===== src/hdl/lkvc_pkg.sv =====
// shared types and constants for the lru key-value cache
// no dependencies; used by lru_key_value_cache
`timescale 1ns / 1ps
`default_nettype none

package lkvc_pkg;

  localparam int KEY_W   = 32;
  localparam int VALUE_W = 32;
  localparam int CAP_W   = 5;

  localparam logic [CAP_W-1:0] CAP_RESET = 5'd16;

  typedef enum logic {
    OP_GET = 1'b0,
    OP_PUT = 1'b1
  } op_t;

  typedef logic signed [KEY_W-1:0]   key_t;
  typedef logic signed [VALUE_W-1:0] value_t;

endpackage

`default_nettype wire


===== src/hdl/lru_key_value_cache.sv =====
// lru key-value cache top level: fully associative store with lru replacement
// depends on lkvc_pkg
`timescale 1ns / 1ps
`default_nettype none

// A request (get or put) is taken into an input register, then resolved by a
// parallel key compare over all ENTRIES slots and a rank update; one request
// completes per cycle and a new one can be taken every cycle unless a get is
// held by a stalled output. A get produces one result transfer (found and
// read_value, value 0 on a miss); a put produces none. Recency ranks are kept
// per slot, 0 being the most recent. Capacity 0 acts as 1, above ENTRIES as
// ENTRIES. The user writes configuration only while idle; it is not enforced.
module lru_key_value_cache #(
  parameter int ENTRIES = 16
) (
  input  wire                                clk,
  input  wire                                rst_n,
  input  wire                                cfg_we,
  input  wire  [lkvc_pkg::CAP_W-1:0]         cfg_wdata,
  input  wire                                in_valid,
  output logic                               in_stall,
  input  wire                                in_operation,
  input  wire  signed [lkvc_pkg::KEY_W-1:0]  in_lookup_key,
  input  wire  signed [lkvc_pkg::VALUE_W-1:0] in_store_value,
  output logic                               out_valid,
  input  wire                                out_stall,
  output logic                               out_found,
  output logic signed [lkvc_pkg::VALUE_W-1:0] out_read_value
);

  localparam int IW = (ENTRIES > 1) ? $clog2(ENTRIES) : 1;
  localparam int UW = $clog2(ENTRIES + 1);
  localparam int CW = (UW > lkvc_pkg::CAP_W) ? UW : lkvc_pkg::CAP_W;
  localparam logic [CW-1:0] ENTRIES_C = CW'(ENTRIES);

  // configuration
  logic [lkvc_pkg::CAP_W-1:0] capacity_r;

  // input register
  logic             req_valid_r;
  lkvc_pkg::op_t    req_op_r;
  lkvc_pkg::key_t   req_key_r;
  lkvc_pkg::value_t req_value_r;

  // result register
  logic             out_valid_r;
  logic             out_found_r;
  lkvc_pkg::value_t out_value_r;

  // cache state
  lkvc_pkg::key_t   entry_key_r   [ENTRIES];
  lkvc_pkg::value_t entry_value_r [ENTRIES];
  logic [ENTRIES-1:0] entry_valid_r, entry_valid_nxt;
  logic [IW-1:0]    rank_r   [ENTRIES];
  logic [IW-1:0]    rank_nxt [ENTRIES];
  logic [UW-1:0]    used_r, used_nxt;

  logic               adv;
  logic               in_xfer;
  logic [ENTRIES-1:0] match;
  logic [ENTRIES-1:0] evict_sel;
  logic [ENTRIES-1:0] wr_key_sel;
  logic [ENTRIES-1:0] wr_value_sel;
  logic [ENTRIES-1:0] valid_after_evict;
  logic               hit;
  logic [IW-1:0]      hit_rank;
  lkvc_pkg::value_t   hit_value;
  logic [CW-1:0]      eff_cap;
  logic               do_evict;
  logic               slot_found;
  logic [IW-1:0]      slot_idx;
  logic [IW-1:0]      oldest_rank;

  assign adv      = req_valid_r &&
                    (req_op_r == lkvc_pkg::OP_PUT || !out_valid_r || !out_stall);
  assign in_stall = req_valid_r && !adv;
  assign in_xfer  = in_valid && !in_stall;

  assign out_valid      = out_valid_r;
  assign out_found      = out_found_r;
  assign out_read_value = out_value_r;

  // tag compare and hit read
  always_comb begin
    hit       = 1'b0;
    hit_rank  = '0;
    hit_value = '0;
    for (int i = 0; i < ENTRIES; i++) begin
      match[i]  = entry_valid_r[i] && (entry_key_r[i] == req_key_r);
      hit       = hit | match[i];
      hit_rank  = hit_rank | (match[i] ? rank_r[i] : '0);
      hit_value = hit_value | (match[i] ? entry_value_r[i] : '0);
    end
  end

  // effective capacity and eviction choice
  always_comb begin
    eff_cap = CW'(capacity_r);
    if (capacity_r == '0) begin
      eff_cap = CW'(1);
    end else if (eff_cap > ENTRIES_C) begin
      eff_cap = ENTRIES_C;
    end
    do_evict    = (CW'(used_r) >= eff_cap);
    oldest_rank = IW'(used_r - UW'(1));
    for (int i = 0; i < ENTRIES; i++) begin
      evict_sel[i]         = do_evict && entry_valid_r[i] && (rank_r[i] == oldest_rank);
      valid_after_evict[i] = entry_valid_r[i] && !evict_sel[i];
    end
    slot_found = 1'b0;
    slot_idx   = '0;
    for (int i = ENTRIES - 1; i >= 0; i--) begin
      if (!valid_after_evict[i]) begin
        slot_found = 1'b1;
        slot_idx   = IW'(i);
      end
    end
  end

  // state update
  always_comb begin
    entry_valid_nxt = entry_valid_r;
    used_nxt        = used_r;
    wr_key_sel      = '0;
    wr_value_sel    = '0;
    for (int i = 0; i < ENTRIES; i++) begin
      rank_nxt[i] = rank_r[i];
    end
    if (adv) begin
      if (hit) begin
        for (int i = 0; i < ENTRIES; i++) begin
          if (match[i]) begin
            rank_nxt[i] = '0;
          end else if (entry_valid_r[i] && rank_r[i] < hit_rank) begin
            rank_nxt[i] = rank_r[i] + IW'(1);
          end
        end
        if (req_op_r == lkvc_pkg::OP_PUT) begin
          wr_value_sel = match;
        end
      end else if (req_op_r == lkvc_pkg::OP_PUT) begin
        for (int i = 0; i < ENTRIES; i++) begin
          entry_valid_nxt[i] = valid_after_evict[i];
          if (evict_sel[i]) begin
            rank_nxt[i] = '0;
          end
        end
        if (slot_found) begin
          for (int i = 0; i < ENTRIES; i++) begin
            if (valid_after_evict[i]) begin
              rank_nxt[i] = rank_r[i] + IW'(1);
            end else if (IW'(i) == slot_idx) begin
              rank_nxt[i]        = '0;
              entry_valid_nxt[i] = 1'b1;
              wr_key_sel[i]      = 1'b1;
              wr_value_sel[i]    = 1'b1;
            end
          end
        end
        used_nxt = used_r - (do_evict ? UW'(1) : '0) + (slot_found ? UW'(1) : '0);
      end
    end
  end

  always_ff @(posedge clk) begin
    if (!rst_n) begin
      capacity_r    <= lkvc_pkg::CAP_RESET;
      req_valid_r   <= 1'b0;
      out_valid_r   <= 1'b0;
      entry_valid_r <= '0;
      used_r        <= '0;
      for (int i = 0; i < ENTRIES; i++) begin
        rank_r[i] <= '0;
      end
    end else begin
      if (cfg_we) begin
        capacity_r <= cfg_wdata;
      end
      if (in_xfer) begin
        req_valid_r <= 1'b1;
      end else if (adv) begin
        req_valid_r <= 1'b0;
      end
      if (adv && req_op_r == lkvc_pkg::OP_GET) begin
        out_valid_r <= 1'b1;
      end else if (!out_stall) begin
        out_valid_r <= 1'b0;
      end
      entry_valid_r <= entry_valid_nxt;
      used_r        <= used_nxt;
      for (int i = 0; i < ENTRIES; i++) begin
        rank_r[i] <= rank_nxt[i];
      end
    end
  end

  // payload registers
  always_ff @(posedge clk) begin
    if (in_xfer) begin
      req_op_r    <= lkvc_pkg::op_t'(in_operation);
      req_key_r   <= in_lookup_key;
      req_value_r <= in_store_value;
    end
    if (adv && req_op_r == lkvc_pkg::OP_GET) begin
      out_found_r <= hit;
      out_value_r <= hit_value;
    end
    for (int i = 0; i < ENTRIES; i++) begin
      if (wr_key_sel[i]) begin
        entry_key_r[i] <= req_key_r;
      end
      if (wr_value_sel[i]) begin
        entry_value_r[i] <= req_value_r;
      end
    end
  end

endmodule

`default_nettype wire


===== config.mk =====
export PLATFORM = sky130hd
export DESIGN_NAME = lru_key_value_cache
export DESIGN_NICKNAME = d
export VERILOG_FILES = /design/src/hdl/lkvc_pkg.sv /design/src/hdl/lru_key_value_cache.sv
export SDC_FILE = /design/constraint.sdc
export NUM_CORES = 2
export LEC_CHECK = 0
export BUFFER_PORTS_ARGS = -buffer_cell sky130_fd_sc_hd__buf_2
export CAP_MARGIN = 0
export CORE_ASPECT_RATIO = 0.75
export CORE_UTILIZATION = 57
export CTS_CLUSTER_DIAMETER = 100
export DETAILED_ROUTE_END_ITERATION = 7
export PLACE_DENSITY = 0.85
export SLEW_MARGIN = 25
export SYNTH_ARGS = -nofsm -noshare
export SYNTH_HDL_FRONTEND = slang
export SYNTH_SLANG_ARGS = --single-unit

===== constraint.sdc =====
create_clock -name clk -period 5.6 [get_ports clk]
set_clock_uncertainty 0.15 [all_clocks]
set_input_delay 0.84 -clock clk [delete_from_list [all_inputs] [get_ports clk]]
set_output_delay 0.84 -clock clk [all_outputs]
set_load 0.01 [all_outputs]

; Word level (Yosys, flattened, before mapping)
; Memories as Yosys holds them, arrays and structs flattened.
; Cells that the tools add are included.
[op_classes]
eq_ne = 48
reduce_logical = 125
n_addsub = 19
magnitude_cmp = 18
mux = 339
bitwise = 63
[ops]
columns = operator, n
row1 = $mux W32, 31
row2 = $mux W4, 143
row3 = $eq A32 B32 Y1, 16
row4 = $or A32 B32 Y32, 15
row5 = $reduce_or A32 Y1, 15
row6 = $mux W64, 4
row7 = $mux W1, 151
row8 = $mux W16, 8
row9 = $logic_and A1 B1 Y1, 84
row10 = $add A4 B1 Y4 const B, 16
row11 = $eq A4 B4 Y1, 16
row12 = $lt A4 B4 Y1, 16
row13 = $or A4 B4 Y4, 15
row14 = $eq A4 B4 Y1 const A, 8
row15 = $or A1 B1 Y1, 31
row16 = $logic_not A1 Y1, 20
row17 = $eq A3 B4 Y1 const A, 4
row18 = $mux W5, 2
row19 = $eq A2 B4 Y1 const A, 2
row20 = $add A5 B1 Y5, 1
row21 = $ge A5 B5 Y1, 1
row22 = $gt A5 B5 Y1 const B, 1
row23 = $logic_not A5 Y1, 1
row24 = $sub A5 B1 Y5, 1
row25 = other kinds (8), 10
[totals]
mem_count = 3
wordCells = 625
reg_bits = 126
ramBits = 1088
in_bits = 75
output_inout_bits = 35
[memory_table]
columns = memory, words, word_bits, rd, rd_clocked_by_memory_dff, wr, line
row1 = entry_key_r, 16, 32, 16, 0, 1, lru_key_value_cache.sv:51  ; lkvc_pkg::key_t entry_key_r [ENTRIES];
row2 = entry_value_r, 16, 32, 16, 0, 16, lru_key_value_cache.sv:52  ; lkvc_pkg::value_t entry_value_r [ENTRIES];
row3 = rank_r, 16, 4, 16, 0, 16, lru_key_value_cache.sv:54  ; logic [IW-1:0] rank_r [ENTRIES];

; Depth between registers and ports, before layout
[depth]
word_depth = 49
mapped_depth = 24
depth_no_buf = 21

; Worst setup path after synthesis
; OpenSTA, ideal clock, no wires.
[synth_path]
path_kind = register to register
startpoint = register req_key_r[9]
endpoint = memory entry_value_r[0][64] in the netlist's numbering (enable)
setup_slack_ps = -245
path_stages_with_launch = 12
n_path_buf = 5
setup_time_ps = 466
period_less_slack_ps = 5845
required_ps = 4984
t_arrival_ps = 5230
cell_sequence = edfxtp_1 -> buf_2 -> buf_2 -> xnor2_1 -> nand4_1 -> nor4_1 -> and3_1 -> clkbuf_1 -> buf_1 -> clkbuf_1 -> inv_1 -> o21ai_0
[synth_lines]
columns = element, line
row1 = from (decl), lru_key_value_cache.sv:42  ; lkvc_pkg::key_t req_key_r;
row2 = from (signal assigned), lru_key_value_cache.sv:201  ; req_key_r <= in_lookup_key;
row3 = to (decl), lru_key_value_cache.sv:52

==> results.md <==
* Status: finished, violations left
* Failing checks: DRC
* Gp weighted congestion at roughly 1.1
* Die area at 95360 um^2
* Flops & latches, synth at 1214
* Cts bufs inserted at between 100 and 150
* Post-CTS setup buffer count at 0
* Synth Warn # at 0
* Most common cell after layout, fill and taps aside: edfxtp_1
* Via Count at 37745
* Worst Hold Depth at 1
* Total core area at 93330 um^2
* F_max at 180.2 MHz
* Main synth FF type: edfxtp_1
* CP Launch Type: flip-flop
* R2R setup slack at 0.05 ns
* Routed Wire Length at around 170000 um
* Post-Synth Simple-Gate Area at 9.777%
* TritonCTS clock tree: done
* Ranking of synthesized cells by area: edfxtp_1, xnor2_1, dfxtp_1, nand4_1, a22o_1
* Die H at about 270 um
* CTS root buf: clkbuf_16
* Total grt overflow at 0
* Syn-to-layout area delta at 13.93%
* Largest net degree at the start of global routing at 45
* Crit Reg-Reg Endpoint: rank_r[0][8]
* Synth unique cells at 90
* R2R Path Start: req_key_r[11]
* Final worst path period need at 5.551 ns
* Complex-gate fraction of the synthesized area at 10.11%
* DP HPWL at 104000 um
* Initial DRC count at between 6000 and 7000
* Max cap viols at 0
* Worst-margin pin slew at 1.079 ns
* WL per Instance at 30.68 um
* Depth of the most critical reg-to-reg path at 14
* Clk_lat worst skew at between 0.7 and 0.8 ns
* Hold Fails Final Rpt at 0
* Post-synth top area cell: edfxtp_1
* Vias in the first global route at ~36000
* Initial antenna violation count at 5
* Setup violators final at 0
* DR DRC count at 6
* Type of the most critical hold path: primary input to flip-flop
* Pwr Total at ~19 mW
* Design area at 61120 um^2
* PortBufs at 109
* Worst setup EP type: flip-flop
* Initial Util at between 50 and 60%
* Most frequent cells in the layout: edfxtp_1, xnor2_1, nand4_1
* Crit path DAT at ~6 ns
* Cells after synthesis at 3836
* Multiplexer area fraction after synthesis at 0.1726%
* Area share of the largest cell type after synthesis at 62.80%
* Post_cts resized at 0
* Syn_area_per_cell at 13.99 um^2
* Worst-case headroom to the max-slew limit at 27.06%
* Reg clk slew, reported paths at 0.06 ns
* Async SR Flop Fraction at 0%
* Post-synthesis sequential area ratio at 66.24%
* GRT Overall Usage at 34.50%
* Fill cells at between 6000 and 7000
* Critical path required time at 6.02 ns
* P_leak at approximately 20 nW
* Synthesized Nets at 3989
* XOR/XNOR Fraction of Synth Area at 9.513%
* Share of cells above drive strength 1 at 13.72%
* Row cnt at 97
* Worst-case clock buffer depth at 3
* Post-synthesis adder-cell area fraction at 1.833%
* Dpl cell area at 57270 um^2
* RSZ-0062 raised after global routing: no
* Num Clock Sinks at 1214
* Maximum fanout along the worst path at 35
* Layout Nets at 4223
* First-pass DRT Iterations at 8
* Synth Cell Area at ~54000 um^2
* CTS H-tree lvls at 3
* IO Pins at 110
* Final Max Slew Viols at 0
* EDFF count, synth at 1122
* Antenna Violating Nets Remaining at 0
* Max VDD drop at ~0.31 mV
* Final core utilization at about 65%
* First-pass GRT wire length at 239700 um
* Final worst-path cycle share at 99.12%
* Setup TNS at 0 ns
* # hold bufs at CTS at 0
* Die Wd at 356.3 um
* Largest family of logic cells by synthesized area: compound AO/OA/AOI/OAI gates
* Critical path class: flip-flop to flip-flop
* CP startpoint: req_key_r[11]
* Routed vias/inst at 6.981
* PwrDens at 307.4 nW/um^2
* Worst Setup EP: rank_r[0][8]
-- logic make-up after synthesis --
logic type / after synthesis
and+or+nand+nor: 958
xor gates and xnor gates: 562
buffers and inverters: 305
DFF: 1214
muxes: 9
adders and majority gates: 78
AOI/OAI and AO/OA: 710
-- critical path, stage by stage (launching register included) --
cell,delay [ns]
edfxtp_1,0.92
buf_4,0.34
xnor2_1,0.13
nand4_1,0.10
nor4_1,0.08
and3_2,0.27
buf_4,0.37
nor4_1,0.77
nand4b_1,0.33
nor3_4,0.27
buf_12,0.28
nand2_2,0.20
o21ai_0,0.64
a21oi_1,0.20
a311oi_1,0.27
-- sequential cells by signal, indices dropped and copies added, names as in the netlist, 5 cells and up --
register / flops
out_read_value: 32
rank_r: 64
entry_valid_r: 16
entry_key_r: 512
entry_value_r: 512
req_value_r: 32
req_key_r: 32
capacity_r: 5
used_r: 5
-- final cells by class --
class | instances | area (um^2) | share of cell area, %
flip-flops and latches | 1214 | 35530 | 58.14
multi-input cells | 2317 | 17030 | 27.87
clock buffers | 136 | 2933 | 4.798
repair buffers | 329 | 2816 | 4.608
well taps | 1237 | 1548 | 2.532
clock inverters | 74 | 884.6 | 1.447
inverters | 98 | 367.9 | 0.6018
diodes | 2 | 5.005 | 0.008188
-- how the worst min path moves through the flow --
stage                        from  slack, ns               to
6_report       in_store_value[29]       0.15  req_value_r[29]
5_1_grt        in_store_value[20]       0.12  req_value_r[20]
4_1_cts        in_store_value[20]       0.12  req_value_r[20]
3_5_place_dp            used_r[4]       0.34        used_r[4]
3_3_place_gp            used_r[1]       0.34        used_r[1]
2_1_floorplan       capacity_r[0]       0.31    capacity_r[0]
-- Yosys cell counts (11+ instances only) --
library cell and instances:
edfxtp_1 1122, xnor2_1 479, nand4_1 260, a22o_1 141, nand2_1 138, a221oi_1 137
nand3_1 115, nor2_1 111, clkbuf_1 110, inv_1 96, dfxtp_1 92, a21oi_1 81
o21ai_0 81, buf_2 78, ha_1 77, nor3_1 72, nor4_1 70, xor2_1 69
nand2b_1 60, a31oi_1 32, and3_1 29, o2111ai_1 21, o21a_1 21, or3_1 20
o31ai_1 17, a22oi_1 16, and2_1 16, a311oi_1 15, buf_1 15, a21o_1 12
o211ai_1 12, or4_1 12, xnor3_1 11
-- metal layers --
metal	part of all wire [%]	up-vias	GRT usage (%)
met5	0.0078	-	0
met1	37	18230	49.23
li1	-	15534	-
met4	4.2	2	12.99
met3	16	583	10.24
met2	43	3396	49.90
-- per-stage QoR --
stage	hold WS, ns	worst slack, ns	instances
after floorplan	0.3111	0.08895	3836
after global placement	0.3392	0.3544	5193
after detailed placement	0.3437	0.3224	5194
after CTS	0.1184	0.1688	5404
after global routing	0.1159	0.03726	5405
final	0.1479	0.04921	5407
-- power by group --
part,switching [mW],leakage (nW),internal (mW)
registers,0.0897,10.9,9.95
logic,0.527,7.00,0.279
clock network,3.40,1.86,4.54
total,4.02,19.8,14.8
(Power assumes the default switching activity.)
